==> config.mk <==
export PLATFORM = sky130hd
export DESIGN_NAME = bnm_front
export DESIGN_NICKNAME = d
export VERILOG_FILES = /design/src/bnm_pkg.sv /design/src/bnm_front.sv
export SDC_FILE = /design/constraint.sdc
export NUM_CORES = 1
export LEC_CHECK = 0
export CORE_MARGIN = 5
export CORE_UTILIZATION = 46
export DETAILED_ROUTE_END_ITERATION = 7
export DONT_BUFFER_PORTS = 1
export PLACE_DENSITY_LB_ADDON = 0.1
export SLEW_MARGIN = 5
export SYNTH_ARGS = -nofsm -noshare
export SYNTH_HDL_FRONTEND = slang
export SYNTH_SLANG_ARGS = --single-unit
==> constraint.sdc <==
create_clock -name clk_i -period 5.1 [get_ports clk_i]
set_clock_uncertainty 0.05 [all_clocks]
set_input_delay 1.02 -clock clk_i [delete_from_list [all_inputs] [get_ports clk_i]]
set_output_delay 1.02 -clock clk_i [all_outputs]
set_load 0.005 [all_outputs]
==> src/bnm_pkg.sv <==
// Shared types, constants and register codes for the height-to-normal-map stream block.
package bnm_pkg;

  // Field widths
  localparam int PIX_W      = 16;  // height sample
  localparam int SLOPE_W    = 17;  // signed Q17.0 slope
  localparam int DIM_W      = 13;  // frame width / height registers
  localparam int GAIN_W     = 16;  // Q0.16 slope gain
  localparam int COL_W      = 12;  // column counter
  localparam int ROW_W      = 12;  // row counter
  localparam int CFG_DATA_W = 16;  // widest config register
  localparam int CFG_IDX_W  = 2;
  localparam int OUT_DATA_W = ((2 * SLOPE_W + 7) / 8) * 8;

  // Product of a 17-bit signed difference and a 17-bit zero-extended signed gain
  localparam int PROD_W     = SLOPE_W + GAIN_W + 1;
  localparam int FRAC_W     = 16;

  // Geometry limits and reset values
  localparam int DIM_MIN          = 3;
  localparam int HEIGHT_LIMIT     = 4096;
  localparam int MAX_WIDTH_DEF    = 4096;
  localparam int WIDTH_RESET      = 512;
  localparam int HEIGHT_RESET     = 512;
  localparam int GAIN_RESET       = 51200;

  // Depth of the queue between front and back (power of two)
  localparam int QUEUE_DEPTH = 4;

  // Configuration register indexes
  typedef enum logic [CFG_IDX_W-1:0] {
    CFG_FRAME_WIDTH  = 2'd0,
    CFG_FRAME_HEIGHT = 2'd1,
    CFG_SLOPE_GAIN   = 2'd2
  } cfg_idx_e;

  // One classified pixel handed from front to back
  typedef struct packed {
    logic [PIX_W-1:0] pix;        // incoming height sample
    logic [COL_W-1:0] waddr;      // column of this pixel
    logic [COL_W-1:0] raddr;      // column of the next pixel
    logic             has_main;   // row above gets its result now
    logic             interior;   // center pixel is off the border
    logic             has_tail;   // final row: own zero result follows
    logic             tail_last;  // tail result closes the frame
    logic             right_zero; // right neighbor lies past the counter range
  } pix_item_t;

endpackage

==> src/bnm_front.sv <==
// Front end: raster position tracking and per-pixel classification.
module bnm_front #(
  parameter int MAX_WIDTH = bnm_pkg::MAX_WIDTH_DEF
) (
  input  logic                       clk_i,
  input  logic                       rst_ni,
  input  logic [bnm_pkg::DIM_W-1:0]  frame_width_i,
  input  logic [bnm_pkg::DIM_W-1:0]  frame_height_i,
  input  logic                       in_valid_i,
  input  logic [bnm_pkg::PIX_W-1:0]  in_pix_i,
  input  logic                       q_ready_i,
  output logic                       push_o,
  output bnm_pkg::pix_item_t         item_o
);
  import bnm_pkg::*;

  localparam int MW_W = $clog2(MAX_WIDTH + 1);
  localparam int WL_W = (MW_W > DIM_W) ? MW_W : DIM_W;

  logic [COL_W-1:0] x_q, x_d;
  logic [ROW_W-1:0] y_q, y_d;
  logic [WL_W-1:0]  fw_ext, w_eff, w_last;
  logic [DIM_W-1:0] h_eff, h_last;
  logic             last_col, last_row;

  // Effective geometry, saturated into range
  always_comb begin
    fw_ext = WL_W'(frame_width_i);
    if (fw_ext < WL_W'(DIM_MIN)) begin
      w_eff = WL_W'(DIM_MIN);
    end else if (fw_ext > WL_W'(MAX_WIDTH)) begin
      w_eff = WL_W'(MAX_WIDTH);
    end else begin
      w_eff = fw_ext;
    end
    if (frame_height_i < DIM_W'(DIM_MIN)) begin
      h_eff = DIM_W'(DIM_MIN);
    end else if (frame_height_i > DIM_W'(HEIGHT_LIMIT)) begin
      h_eff = DIM_W'(HEIGHT_LIMIT);
    end else begin
      h_eff = frame_height_i;
    end
    w_last = w_eff - WL_W'(1);
    h_last = h_eff - DIM_W'(1);
  end

  // A position at or past the last index counts as the last one
  assign last_col = WL_W'(x_q) >= w_last;
  assign last_row = DIM_W'(y_q) >= h_last;

  // Next raster position
  always_comb begin
    x_d = x_q + COL_W'(1);
    y_d = y_q;
    if (last_col) begin
      x_d = '0;
      y_d = last_row ? '0 : y_q + ROW_W'(1);
    end
  end

  assign push_o = in_valid_i && q_ready_i;

  // Classify the beat
  always_comb begin
    item_o.pix        = in_pix_i;
    item_o.waddr      = x_q;
    item_o.raddr      = x_d;
    item_o.has_main   = (y_q != '0);
    item_o.interior   = (x_q != '0) && !last_col && (y_q != ROW_W'(1));
    item_o.has_tail   = last_row;
    item_o.tail_last  = last_col;
    item_o.right_zero = &x_q;
  end

  always_ff @(posedge clk_i or negedge rst_ni) begin
    if (!rst_ni) begin
      x_q <= '0;
      y_q <= '0;
    end else if (push_o) begin
      x_q <= x_d;
      y_q <= y_d;
    end
  end

endmodule

==> summary.txt <==
CTS
  • TritonCTS clock tree: yes
  • Clock root buffer: clkbuf_8
  • Clock Path Buffers: 2
  • H-tree depth: 1
  • # hold bufs at CTS: 0
  • Num CTS Buffers: 3
  • Clk Latency, worst-skew pair: 0.27 ns
  • Num Clock Sinks: 24
  • Clock-pin slew of the registers on the worst-case setup and hold paths: approximately 0.090 ns

Synthesis
  • Yosys top cell by area: dfrtp_1
  • Post-synth EDFFs: 0
  • #FFs+latches synth: 24
  • Area contributors post-synth: dfrtp_1 (20%), ha_1 (13%), buf_4 (5.1%)
  • Synth cell count leaders: ha_1 (31), nor2_1 (31), dfrtp_1 (24), nand2_1 (21)
  • Ys async rst share: 1.00
  • Dominant synthesized flop cell: dfrtp_1
  • Post-synthesis cell count: 369
  • Seq/Total Area, Yosys: 0.204
  • Netlist cell types: 53
  • Syn. warnings: 0
  • Syn avg cell area: 7.99 sq um
  • Post-synth top area share: 0.204
  • Mapped cell area: 2950 sq um
  • Post-synth net total: 446

STA
  • Final period util: 0.988
  • Tightest Pin Transition: 0.824 ns
  • Rel. slew slack: 0.449
  • Unrepaired setup endpoints after global routing: yes
  • Slew Limit Fails: 0
  • Setup ws final: 0.0604 ns
  • Final-report setup violation count: 0
  • Final hold violation count: 0
  • F_max: 198 MHz
  • Tmin final: 5.04 ns

Die
  • Total Die Area: 8110 sq um
  • Top-Level Pins: 92
  • Standard-cell rows: 29
  • Die width: 90.0 microns
  • Core outline area: 6280 sq um
  • Starting density of the core: 0.469
  • Die Ht: 90.0 microns

Drt
  • DR vias: roughly 2,700
  • Post-Route WL: 7830 microns
  • DRC: 0
  • Wire length per cell: 18.0 microns
  • Number of routed nets with antenna violations: 0
  • Vias/cell: 6.12
  • Pre-antenna DRT Iters: 4
  • DRT iter0 DRCs: 75

Global route
  • Initial antenna violation count: 0
  • Grt total ovfl: 0
  • All-Layer GR Usage: 0.180
  • Largest net degree at the start of global routing: 26
  • Global-route wire length before repair: 12,500 microns
  • Number of global-route vias before repair: 2,414

Power
  • Switching part of the total: 0.369
  • Switching pwr: 0.000233 W
  • Int Pwr: roughly 0.0004 W
  • Reg power frac: 0.410
  • Clk pwr share: 0.211
  • Peak VDD IR: roughly 0.00021 V
  • Pwr Density: 196 nW/um^2
  • Cell leakage power: around 1.4 nW
  • Share of power burned in combinational logic: 0.379

Layout
  • Share of layout cells above drive strength 1: 0.168
  • Fin cells: between 400 and 500
  • Final instance area: 3220 sq um
  • Antenna diodes: 0
  • Fillers: 620
  • Layout net count: 435
  • Area Overhead vs Synth: 9.21%

Worst setup path
  • Startpoint Class: input pin
  • Data required, critical path: 4.03 ns
  • Crit Path Max Fanout: 6
  • CP Data Arrival Time: 3.97 ns
  • Crit path capture type: output pin
  • Critical path class: input pin to output pin

Place
  • Inst Count DP: 421
  • Cell area after placement: 2940 sq um
  • Buffers on Ports: 0
  • Pre-CTS setup slack: 0.0364 ns
  • Gpl congestion: just under 0.8
  • Detail Placement HPWL: 5700 microns

Status
  • Status: complete, no violations

Hold path
  • Worst Hold Class: input pin to asynchronous set/reset pin

Run
  • Max cap viols: 0
[placed cells by master (no fill, tap or decap), types with 3 or more instances in the layout]
master     netlist  layout
ha_1            31      30
dfrtp_1         24      24
nor2_1          31      21
nand2_1         21      19
o21ai_0         20      18
and3_1          17      17
a21oi_1         18      16
nor2b_1         15      14
buf_4           20      13
nand3_1         12      12
nor3_1          12      12
nand2b_1        11      11
xnor2_1         11      11
o2bb2ai_1       11      11
inv_1           11      10
a22o_1          10      10
o21ai_1          7       8
nor4_1           7       7
o211ai_2         7       7
o21a_1           6       6
nor2_4           0       6
o211ai_1         5       5
nor2_2           0       4
a21o_1           4       4
clkbuf_8         0       4
or4_1            4       3
o22ai_1          3       3
xor2_1           3       3
mux2_2           3       3
nand4_1          3       3
[final cells by class]
class,count,area (sq um),share of cell area
clock buffers,4,55.1,0.0171
inverters,12,45.0,0.0140
multi-input cells,299,2230,0.693
flip-flops and latches,24,601,0.187
well taps,77,96.3,0.0299
repair buffers,18,190,0.0591
[state kept, by name, summed over array words and instances, names as in the netlist]
signal  cells
y_q        12
x_q        12
[worst paths after layout]
| kind | start | to | slack [ns] | cells past startpoint |
|---|---|---|---|---|
| setup / recovery | frame_width_i[3] | item_o[6] | 0.06 | 15 |
| hold / removal | rst_ni | x_q[10]$_DFFE_PN0P_ | 0.39 | 0 |
| setup reg to reg | x_q[10]$_DFFE_PN0P_ | x_q[0]$_DFFE_PN0P_ | 2.14 | 7 |
| hold reg to reg | y_q[11]$_DFFE_PN0P_ | y_q[11]$_DFFE_PN0P_ | 0.51 | 1 |
| max in group asynchronous | rst_ni | y_q[5]$_DFFE_PN0P_ | 4.53 | 0 |
| min in group clk_i | y_q[11]$_DFFE_PN0P_ | y_q[11]$_DFFE_PN0P_ | 0.51 | 1 |
[repair_timing]
action | in CTS | in global routing
resized for setup | 0 | 32
buffers inserted | 0 | 7
endpoints found under the setup margin | 0 | 14
[layer usage]
metal | wire, microns | track usage
met1 | 3520 | 0.246
met2 | 3730 | 0.292
met3 | 497 | 0.0442
met4 | 79 | 0.0298
met5 | 0 | 0
[power by group through the flow]
stage	combinational, W	clock [W]	sequential (W)
floorplan	0.000180	0	0.000241
global placement	0.000190	0	0.000264
detailed placement	0.000193	0	0.000263
CTS	0.000195	0.000134	0.000259
global route	0.000270	0.000145	0.000266
finish	0.000239	0.000133	0.000259
[metrics by stage]
| stage | utilization | power (W) | TNS, ns | hold slack [ns] |
|---|---|---|---|---|
| after CTS | 0.476 | 0.000588 | 0 | 0.383 |
| after global placement | 0.468 | 0.000454 | 0 | 0.478 |
| final | 0.513 | 0.000632 | 0 | 0.386 |
| after detailed placement | 0.468 | 0.000456 | 0 | 0.492 |
| after floorplan | - | 0.000421 | -0.0573 | 0.440 |
| after global routing | 0.513 | 0.000682 | -0.642 | 0.369 |
[critical path, stage by stage]
cell and delay (ns):
or4_4 0.57, nor4_4 0.18, buf_4 0.18, o21bai_4 0.08, ha_4 0.20, buf_6 0.13, o21a_1 0.10, a21oi_2 0.10
ha_1 0.21, o21a_1 0.14, o21ai_1 0.05, a221o_1 0.36, a31oi_4 0.33, clkbuf_16 0.25, nor2b_4 0.05
[logic make-up after synthesis]
logic type | Yosys count | synth area share
AND/OR/NAND/NOR | 144 | 0.262
AO/OA/AOI/OAI | 107 | 0.259
buffers and inverters | 46 | 0.0909
adder cells (fa/ha/maj) | 31 | 0.132
flip-flops | 24 | 0.204
XOR/XNOR | 14 | 0.0416
multiplexers | 3 | 0.0115
No activity file was read; power rests on OpenSTA's default activity.
