===== config.mk =====
export PLATFORM = sky130hd
export DESIGN_NAME = bnm_queue
export DESIGN_NICKNAME = d
export VERILOG_FILES = /design/src/bnm_pkg.sv /design/src/bnm_queue.sv
export SDC_FILE = /design/constraint.sdc
export NUM_CORES = 1
export LEC_CHECK = 0
export ABC_AREA = 1
export BUFFER_PORTS_ARGS = -buffer_cell sky130_fd_sc_hd__buf_2
export CAP_MARGIN = 25
export CORE_MARGIN = 2
export CORE_UTILIZATION = 50
export CTS_BUF_LIST = sky130_fd_sc_hd__clkbuf_4 sky130_fd_sc_hd__clkbuf_8
export CTS_CLUSTER_SIZE = 25
export DETAILED_ROUTE_END_ITERATION = 7
export PLACE_DENSITY = 0.7
export SLEW_MARGIN = 20
export SYNTH_ARGS = -nofsm -noshare
export SYNTH_HDL_FRONTEND = slang
export SYNTH_SLANG_ARGS = --single-unit

===== constraint.sdc =====
create_clock -name clk_i -period 2.98 [get_ports clk_i]
set_input_delay 0.447 -clock clk_i [delete_from_list [all_inputs] [get_ports clk_i]]
set_output_delay 0.447 -clock clk_i [all_outputs]
set_load 0.01 [all_outputs]

===== src/bnm_pkg.sv =====
// Shared types, constants and register codes for the height-to-normal-map stream block.
package bnm_pkg;

  // Field widths
  localparam int PIX_W      = 16;  // height sample
  localparam int SLOPE_W    = 17;  // signed Q17.0 slope
  localparam int DIM_W      = 13;  // frame width / height registers
  localparam int GAIN_W     = 16;  // Q0.16 slope gain
  localparam int COL_W      = 12;  // column counter
  localparam int ROW_W      = 12;  // row counter
  localparam int CFG_DATA_W = 16;  // widest config register
  localparam int CFG_IDX_W  = 2;
  localparam int OUT_DATA_W = ((2 * SLOPE_W + 7) / 8) * 8;

  // Product of a 17-bit signed difference and a 17-bit zero-extended signed gain
  localparam int PROD_W     = SLOPE_W + GAIN_W + 1;
  localparam int FRAC_W     = 16;

  // Geometry limits and reset values
  localparam int DIM_MIN          = 3;
  localparam int HEIGHT_LIMIT     = 4096;
  localparam int MAX_WIDTH_DEF    = 4096;
  localparam int WIDTH_RESET      = 512;
  localparam int HEIGHT_RESET     = 512;
  localparam int GAIN_RESET       = 51200;

  // Depth of the queue between front and back (power of two)
  localparam int QUEUE_DEPTH = 4;

  // Configuration register indexes
  typedef enum logic [CFG_IDX_W-1:0] {
    CFG_FRAME_WIDTH  = 2'd0,
    CFG_FRAME_HEIGHT = 2'd1,
    CFG_SLOPE_GAIN   = 2'd2
  } cfg_idx_e;

  // One classified pixel handed from front to back
  typedef struct packed {
    logic [PIX_W-1:0] pix;        // incoming height sample
    logic [COL_W-1:0] waddr;      // column of this pixel
    logic [COL_W-1:0] raddr;      // column of the next pixel
    logic             has_main;   // row above gets its result now
    logic             interior;   // center pixel is off the border
    logic             has_tail;   // final row: own zero result follows
    logic             tail_last;  // tail result closes the frame
    logic             right_zero; // right neighbor lies past the counter range
  } pix_item_t;

endpackage


===== src/bnm_queue.sv =====
// Short flop queue that decouples the front end from the back end.
module bnm_queue (
  input  logic               clk_i,
  input  logic               rst_ni,
  input  logic               push_i,
  input  bnm_pkg::pix_item_t push_item_i,
  output logic               full_o,
  input  logic               pop_i,
  output logic               empty_o,
  output bnm_pkg::pix_item_t head_o
);
  import bnm_pkg::*;

  localparam int PTR_W = $clog2(QUEUE_DEPTH);
  localparam int CNT_W = $clog2(QUEUE_DEPTH + 1);

  pix_item_t        slot_q [QUEUE_DEPTH];
  logic [PTR_W-1:0] wr_ptr_q, rd_ptr_q;
  logic [CNT_W-1:0] cnt_q, cnt_d;

  assign full_o  = (cnt_q == CNT_W'(QUEUE_DEPTH));
  assign empty_o = (cnt_q == '0);
  assign head_o  = slot_q[rd_ptr_q];

  always_comb begin
    cnt_d = cnt_q;
    if (push_i && !pop_i) begin
      cnt_d = cnt_q + CNT_W'(1);
    end else if (!push_i && pop_i) begin
      cnt_d = cnt_q - CNT_W'(1);
    end
  end

  // Storage slots
  always_ff @(posedge clk_i) begin
    if (push_i) begin
      slot_q[wr_ptr_q] <= push_item_i;
    end
  end

  // Pointers and fill level
  always_ff @(posedge clk_i or negedge rst_ni) begin
    if (!rst_ni) begin
      wr_ptr_q <= '0;
      rd_ptr_q <= '0;
      cnt_q    <= '0;
    end else begin
      if (push_i) begin
        wr_ptr_q <= wr_ptr_q + PTR_W'(1);
      end
      if (pop_i) begin
        rd_ptr_q <= rd_ptr_q + PTR_W'(1);
      end
      cnt_q <= cnt_d;
    end
  end

`ifndef NO_ASSERTIONS
  a_cnt_bound: assert property (@(posedge clk_i) disable iff (!rst_ni)
    cnt_q <= CNT_W'(QUEUE_DEPTH))
    else $error("queue fill level beyond depth");

  a_no_underflow: assert property (@(posedge clk_i) disable iff (!rst_ni)
    pop_i |-> !empty_o)
    else $error("queue popped while empty");
`endif

endmodule


==> flow_metrics.py, run 1 <==
metrics = {
    "run_status": {
        "status": "complete, no violations",
    },
    "route": {
        "dr.pass1.iters": 5,
        "ant_nets": 0,
        "num_vias": 4425,
        "wl_mm": 14.16,
        "wire_per_inst_um": 16.30,
        "drc": 0,
        "vias_per_cell": 5.092,
        "first_iter_violations": 330,
    },
    "place": {
        "place.detailed.hpwl_mm": 8.443,
        "place.gp.congestion": 0.7110,
        "io_buffers": 95,
    },
    "synthesis": {
        "postSynthAreaPerCell_um2": 13.35,
        "synth_seq_area_share": 0.7310,
        "synth_cells": 572,
        "yosys_warnings": 0,
        "syn_nets": 627,
        "ys_seq_elements": 187,
        "synth_area_um2": 7634,
        "ys_types": 19,
    },
    "cts": {
        "clk_latency_ns": 0.45,
        "htreeDepth": 4,
        "cts_made_buffers": 17,
        "hold_buffers": 1,
        "post_cts_buffers": 0,
        "root_buffer": "clkbuf_8",
        "path_clk_slew_ns": 0.09,
        "clk_path_buf_depth": 2,
        "cts-resized-gates": 0,
        "cts_sinks": 187,
        "cts_tree": "done",
    },
    "grt": {
        "grt_pass1_wl_mm": 22.56,
        "track_usage": 0.1830,
        "grt_pass1_vias": 4414,
        "antenna_found_initial": 1,
        "grt_overflow": 0,
        "grt_max_degree": 73,
    },
    "finish": {
        "mostFrequentLayoutCells": "edfxtp_1 (180), nand2_1 (148), inv_1 (97)",
        "n_antenna_cell": 0,
        "final_util": 0.5728,
        "nets": 723,
        "area_growth_pct": 12.80,
        "drive_gt1_frac": 0.2115,
        "fillCellCount": 1209,
        "final_common_cell": "edfxtp_1",
    },
    "setup_path": {
        "cp-start-kind": "flip-flop",
        "required_ns": 2.53,
        "critPathKind": "flip-flop to primary output",
        "crit_arrival_ns": 2.18,
        "path_max_fanout": 72,
        "crit_path_end_kind": "primary output",
    },
    "timing": {
        "fin_skew_ns": 0.008217,
        "timing.final.crit_share": 0.8812,
        "hold_ws_ns": 0.2092,
        "setup-violations-final": 0,
        "fin_crit_ns": 2.626,
        "worstMarginPinSlew_ns": 0.7653,
        "fmax_ghz": 0.3808,
        "rsz0062_at_grt": "no",
        "slew_violations": 0,
        "timing.final.hold_violations": 0,
        "slew_headroom": 0.4890,
        "setup_tns_ns": 0,
    },
    "die": {
        "core_area_um2": 15030,
        "num_io_pins": 96,
        "die_h_um": 127.6,
        "fp.dieW_um": 127.6,
        "floorplan.initialDensity": 0.5078,
        "row_count": 45,
        "dieArea_um2": 16270,
    },
    "power": {
        "p_per_area_nw_per_um2": 953.3,
        "irDropWorstVdd_mv": 0.5542,
        "power.leakage_nw": 3.504,
    },
    "job": {
        "cap_violations": 0,
    },
    "hold_path": {
        "min_path_type": "primary input to flip-flop",
    },
}
## state kept, by name, indices dropped and copies added, names as in the netlist
signal    cells
rd_ptr_q      2
cnt_q         3
wr_ptr_q      2
slot_q      180
## through the flow
step / instance area [um^2] / std cells / setup slack, ns / power, mW
6_report: 8611 / 869 / 0.3540 / 8.209
5_1_grt: 8611 / 869 / 0.1429 / 8.764
4_1_cts: 8611 / 869 / 0.2963 / 8.304
3_5_place_dp: 8187 / 836 / 0.8086 / 6.583
3_3_place_gp: 8187 / 836 / 0.9012 / 6.463
2_1_floorplan: 7634 / 572 / 0.9607 / 5.734
## power breakdown
group / leakage [nW] / switching, mW / internal (mW) / total, mW
sequential: 1.73 / 0.337 / 3.44 / 3.78
combinational: 1.56 / 1.71 / 0.985 / 2.70
clock: 0.207 / 0.836 / 0.898 / 1.73
total: 3.50 / 2.89 / 5.32 / 8.21
## routing by layer
| metal | GRT usage | part of all wire | up-vias |
|---|---|---|---|
| met5 | 0 | 0 | - |
| met4 | 0.04977 | 0.0057 | 0 |
| met3 | 0.05611 | 0.048 | 7 |
| met2 | 0.3108 | 0.52 | 105 |
| met1 | 0.2295 | 0.43 | 2151 |
| li1 | - | - | 2162 |
## cell type report
class	count	area (um^2)	area share
inverter	102	385.4	0.04475
multi-input combinational	253	1385	0.1609
clock buffer	17	234.0	0.02717
timing repair buffer	107	605.6	0.07033
sequential	187	5585	0.6486
clock inverter	15	180.2	0.02092
tap	188	235.2	0.02732
## worst paths after layout
| kind | from | slack, ns | cells after the start | endpoint |
|---|---|---|---|---|
| setup / recovery | rd_ptr_q[0] | 0.35 | 5 | head_o[23] |
| hold / removal | push_item_i[32] | 0.21 | 1 | slot_q[0][32] |
| setup reg to reg | wr_ptr_q[0] | 1.09 | 5 | slot_q[2][2] |
| hold reg to reg | cnt_q[2] | 0.53 | 2 | cnt_q[2] |
| max in group asynchronous | rst_ni | 2.45 | 2 | rd_ptr_q[0] |
| min in group asynchronous | rst_ni | 0.35 | 2 | cnt_q[1] |
## logic make-up after synthesis
kind of cell / share of synthesized area
AO/OA/AOI/OAI: 0.09048
buffers and inverters: 0.08753
XOR/XNOR: 0.004590
adder cells (fa/ha/maj): 0.01082
flip-flops: 0.7310
AND/OR/NAND/NOR: 0.07556
## Yosys cell counts (all sizes together)
library cell	n	area [um^2]
buf	29	279.0
fa	1	20.02
xnor2	1	8.760
nand2	148	555.5
nand4	1	6.260
o21ai	1	5.000
nand3	1	5.000
dfrtp	7	175.2
nor3	2	10.01
edfxtp	180	5405
clkbuf	1	3.750
inv	102	385.4
xor2	3	26.28
o211ai	90	685.7
ha	5	62.56
## worst max-delay path, cell delays in order, from the launching register on
cell and delay [ns]:
dfrtp_4 0.90, buf_4 0.40, nand2_1 0.10, o211ai_1 0.10
nand2_1 0.09, buf_2 0.14
No activity file was read; power rests on OpenSTA's default activity.
==> run 2, diff against run 1 <==
CORE_UTILIZATION = 60   (was 50)
PLACE_DENSITY = 0.82   (was 0.7)
clock period = 3.3 ns   (was 2.98 ns; I/O delays follow)
==> run 2 against run 1 <==
  * Worst setup slack better by 0.27 ns
  * Critical path depth is the same
  * Clock skew fell by 0.0031 ns
  * Via count increased by 1.1%
  * Sequential share of layout area up 0.33 points
  * Cell count shrank 2.1%
  * Hold slack better by 0.032 ns
  * Critical path type unchanged
  * Highest routed layer is now met5
==> flow_metrics.py, run 2 (synthesized netlist as in run 1, its figures left out) <==
metrics = {
    "job": {
        "cap_violations": 0,
    },
    "setup_path": {
        "worst_r2r_endpoint": "slot_q[0][19]",
        "required_ns": 2.80,
        "crit_arrival_ns": 2.19,
        "crit_path_end_kind": "primary output",
        "rrSetupSlack_ns": 1.30,
        "r2r_start": "wr_ptr_q[0]",
        "cp-start-kind": "flip-flop",
        "reg2regPathDepth": 5,
        "path_max_fanout": 58,
        "critPathKind": "flip-flop to primary output",
    },
    "timing": {
        "setup_tns_ns": 0,
        "slew_violations": 0,
        "fin_crit_ns": 2.681,
        "worstMarginPinSlew_ns": 0.7199,
        "slew_headroom": 0.5194,
        "timing.final.crit_share": 0.8123,
        "timing.final.hold_violations": 0,
        "rsz0062_at_grt": "no",
        "fin_skew_ns": 0.005073,
        "setup-violations-final": 0,
        "fmax_ghz": 0.3731,
    },
    "cts": {
        "path_clk_slew_ns": 0.09,
        "htreeDepth": 4,
        "clk_latency_ns": 0.46,
        "cts_tree": "done",
        "cts_sinks": 187,
        "clk_path_buf_depth": 2,
        "cts_made_buffers": 17,
        "root_buffer": "clkbuf_8",
    },
    "finish": {
        "final_common_cell": "edfxtp_1",
        "top_register": "slot_q",
        "nets": 721,
        "fillCellCount": 901,
        "drive_gt1_frac": 0.2062,
        "area_growth_pct": 12.23,
        "largest_registers": "slot_q (180), cnt_q (3)",
        "largest_reg_flops": 180,
        "final_util": 0.6844,
        "n_antenna_cell": 0,
        "mostFrequentLayoutCells": "edfxtp_1 (180), nand2_1 (148), inv_1 (97)",
    },
    "place": {
        "place.gp.congestion": 0.7336,
        "place.detailed.hpwl_mm": 8.447,
        "io_buffers": 95,
    },
    "route": {
        "first_iter_violations": 296,
        "wl_mm": 13.96,
        "dr.pass1.iters": 4,
        "num_vias": 4474,
        "wire_per_inst_um": 16.41,
        "vias_per_cell": 5.257,
        "ant_nets": 0,
        "drc": 0,
    },
    "die": {
        "num_io_pins": 96,
        "fp.dieW_um": 116.8,
        "die_h_um": 116.8,
        "row_count": 41,
        "floorplan.initialDensity": 0.6099,
        "dieArea_um2": 13640,
        "core_area_um2": 12520,
    },
    "power": {
        "power.leakage_nw": 3.487,
        "irDropWorstVdd_mv": 0.5262,
        "p_per_area_nw_per_um2": 862.1,
        "p_total_mw": 7.385,
    },
    "run_status": {
        "status": "complete, no violations",
    },
    "grt": {
        "antenna_found_initial": 1,
        "grt_pass1_wl_mm": 21.53,
        "grt_overflow": 0,
        "grt_pass1_vias": 4406,
        "grt_max_degree": 85,
        "track_usage": 0.2164,
    },
    "hold_path": {
        "min_path_type": "primary input to flip-flop",
        "whs_path_depth": 1,
        "hold_start": "push_item_i[16]",
        "hold_end": "slot_q[3][16]",
    },
}
==> run 2: power by group <==
group          total [mW]  internal [mW]  switching [mW]
combinational        2.41          0.863            1.54
sequential           3.41           3.11           0.295
clock                1.57          0.821           0.752
total                7.39           4.79            2.59
==> run 2: layout make-up <==
cell class	count	area, um^2	share of cell area
clock inverter	14	176.4	0.02059
clock buffer	18	241.5	0.02819
multi-input combinational	253	1385	0.1617
sequential	187	5585	0.6520
tap	172	215.2	0.02512
inverter	102	385.4	0.04498
timing repair buffer	105	578.1	0.06747
==> run 2: worst max-delay path by stage <==
stage	startpoint	to
2_1_floorplan	push_i	slot_q[0][0]
3_3_place_gp	rd_ptr_q[1]	head_o[30]
3_5_place_dp	rd_ptr_q[1]	head_o[30]
4_1_cts	rd_ptr_q[0]	head_o[25]
5_1_grt	rd_ptr_q[0]	head_o[29]
6_report	rd_ptr_q[0]	head_o[29]
==> run 2: layer usage <==
metal / routed length (um) / vias to the layer above / share of wire / global-route usage
met5: 16 / - / 0.0011 / 0
met4: 228 / 2 / 0.016 / 0.08863
met3: 860 / 22 / 0.062 / 0.06694
met2: 7010 / 116 / 0.50 / 0.3576
met1: 5845 / 2170 / 0.42 / 0.2689
li1: - / 2164 / - / -
==> run 2: metrics by stage <==
step | area (um^2) | hold slack [ns] | std cells | setup WS [ns]
final | 8567 | 0.2409 | 851 | 0.6195
after global routing | 8567 | 0.2150 | 851 | 0.4086
after floorplan | 7634 | 0.1994 | 572 | 1.233
after CTS | 8567 | 0.2102 | 851 | 0.5984
after global placement | 8139 | 0.3401 | 818 | 1.116
after detailed placement | 8139 | 0.3452 | 818 | 1.122
==> run 2: critical path, cell delays in order, from the launching register on <==
cell and delay [ns]:
dfrtp_4 0.80, buf_4 0.46, nand2_1 0.10, o211ai_1 0.11
nand2_1 0.08, buf_2 0.14
==> run 2: repair_timing <==
item / in CTS / in global routing
hold endpoints to repair: 7 / 0
gates resized for setup: 0 / 0
buffers inserted: 0 / 0
hold buffers: 1 / 0
==> run 3, diff against run 2 <==
clock period = 2.6 ns   (was 3.3 ns; I/O delays follow)
==> run 3 against run 2 <==
  * Clock skew is 0.0041 ns higher
  * Power is 27% higher
  * Wire length is 3.2% lower
  * Flip-flop and latch count unchanged
  * First-iteration DRC count down 6.4%
  * Cell count up 0.59%
  * Global-route usage down 0.33 points
  * Largest cell class unchanged
==> flow_metrics.py, run 3 (synthesized netlist as in run 1, its figures left out) <==
metrics = {
    "grt": {
        "grt_pass1_vias": 4418,
        "antenna_found_initial": 2,
        "grt_pass1_wl_mm": 21.24,
        "track_usage": 0.2131,
        "grt_overflow": 0,
        "grt_max_degree": 49,
    },
    "hold_path": {
        "min_path_type": "primary input to flip-flop",
        "hold_start": "push_item_i[23]",
    },
    "timing": {
        "timing.final.hold_violations": 0,
        "rsz0062_at_grt": "no",
        "timing.final.crit_share": 0.9191,
        "slew_headroom": 0.6275,
        "fin_crit_ns": 2.390,
        "setup_tns_ns": 0,
        "slew_violations": 0,
        "fin_skew_ns": 0.009207,
        "worstMarginPinSlew_ns": 0.5587,
        "setup-violations-final": 0,
        "fmax_ghz": 0.4185,
    },
    "setup_path": {
        "required_ns": 2.21,
        "critPathKind": "flip-flop to primary output",
        "cp-start-kind": "flip-flop",
        "crit_arrival_ns": 2.00,
        "r2r_start": "wr_ptr_q[0]",
        "path_max_fanout": 47,
        "crit_path_end_kind": "primary output",
        "cp-startpoint": "rd_ptr_q[0]",
    },
    "power": {
        "p_per_area_nw_per_um2": 1083,
        "power.leakage_nw": 3.522,
        "irDropWorstVdd_mv": 0.5986,
    },
    "place": {
        "place.gp.congestion": 0.7460,
        "io_buffers": 95,
        "place.detailed.hpwl_mm": 8.416,
        "dp_cells": 822,
    },
    "finish": {
        "drive_gt1_frac": 0.2182,
        "largest_reg_flops": 180,
        "final_common_cell": "edfxtp_1",
        "mostFrequentLayoutCells": "edfxtp_1 (180), nand2_1 (148), inv_1 (97)",
        "largest_registers": "slot_q (180), cnt_q (3)",
        "nets": 725,
        "fin_cells": 856,
        "area_growth_pct": 13.08,
        "top_register": "slot_q",
    },
    "cts": {
        "cts_made_buffers": 17,
        "cts-resized-gates": 0,
        "path_clk_slew_ns": 0.09,
        "clk_path_buf_depth": 2,
        "root_buffer": "clkbuf_8",
        "cts_sinks": 187,
        "cts_tree": "done",
        "htreeDepth": 4,
        "clk_latency_ns": 0.44,
    },
    "run_status": {
        "status": "complete, no violations",
    },
    "die": {
        "row_count": 41,
        "die_h_um": 116.8,
        "fp.dieW_um": 116.8,
        "core_area_um2": 12520,
        "dieArea_um2": 13640,
        "num_io_pins": 96,
        "floorplan.initialDensity": 0.6099,
    },
    "route": {
        "first_iter_violations": 277,
        "ant_nets": 0,
        "wire_per_inst_um": 15.79,
        "wl_mm": 13.52,
        "dr.pass1.iters": 5,
        "vias_per_cell": 5.164,
        "drc": 0,
        "num_vias": 4420,
    },
    "job": {
        "cap_violations": 0,
    },
}
## run 3: cell type report
type                            instances  area (um^2)
Timing Repair Buffer                  109        658.1
Antenna cell                            1        2.502
Sequential cell                       187         5585
Clock buffer                           21        282.8
Fill cell                             863         3885
Tap cell                              172        215.2
Multi-Input combinational cell        253         1385
Clock inverter                         11        117.6
Inverter                              102        385.4
## run 3: metal layers
metal	wire, um	share of wire	vias up	GRT usage
li1	-	-	2168	-
met4	222	0.016	2	0.09176
met3	1011	0.075	18	0.07158
met1	5392	0.40	2083	0.2598
met5	11	0.00081	-	0
met2	6878	0.51	149	0.3511
## run 3: path summary, 6_finish.rpt
| check | end | slack [ns] | depth (start not counted) |
|---|---|---|---|
| min in group asynchronous | rd_ptr_q[1] | 0.30 | 2 |
| hold / removal | slot_q[2][23] | 0.15 | 1 |
| max in group asynchronous | rd_ptr_q[0] | 2.11 | 2 |
| setup / recovery | head_o[40] | 0.21 | 5 |
| hold reg to reg | cnt_q[2] | 0.51 | 2 |
| setup reg to reg | slot_q[2][30] | 0.87 | 5 |
## run 3: through the flow
| step | hold slack (ns) | util | power, mW | instance area (um^2) | setup WS (ns) |
|---|---|---|---|---|---|
| 2_1_floorplan | 0.09441 | - | 6.572 | 7634 | 0.6377 |
| 3_3_place_gp | 0.2420 | 0.6566 | 7.448 | 8219 | 0.7272 |
| 3_5_place_dp | 0.2400 | 0.6566 | 7.573 | 8219 | 0.6825 |
| 4_1_cts | 0.1232 | 0.6894 | 9.451 | 8630 | 0.1781 |
| 5_1_grt | 0.1156 | 0.6896 | 9.982 | 8632 | 0.03952 |
| 6_report | 0.1535 | 0.6896 | 9.350 | 8632 | 0.2103 |
## run 3: timing repair
item | CTS | global route
hold buffers | 1 | 0
hold endpoints to repair | 7 | 0
setup buffers | 0 | 0
## run 3: where the power goes
| group | internal, mW | switching, mW |
|---|---|---|
| clock | 0.938 | 0.946 |
| sequential | 3.94 | 0.322 |
| combinational | 1.19 | 2.02 |
## run 3: critical path: stages, from the launching register on
cell and delay, ns:
dfrtp_4 0.78, buf_4 0.35, nand2_1 0.10, o211ai_1 0.10, nand2_1 0.08, buf_2 0.14
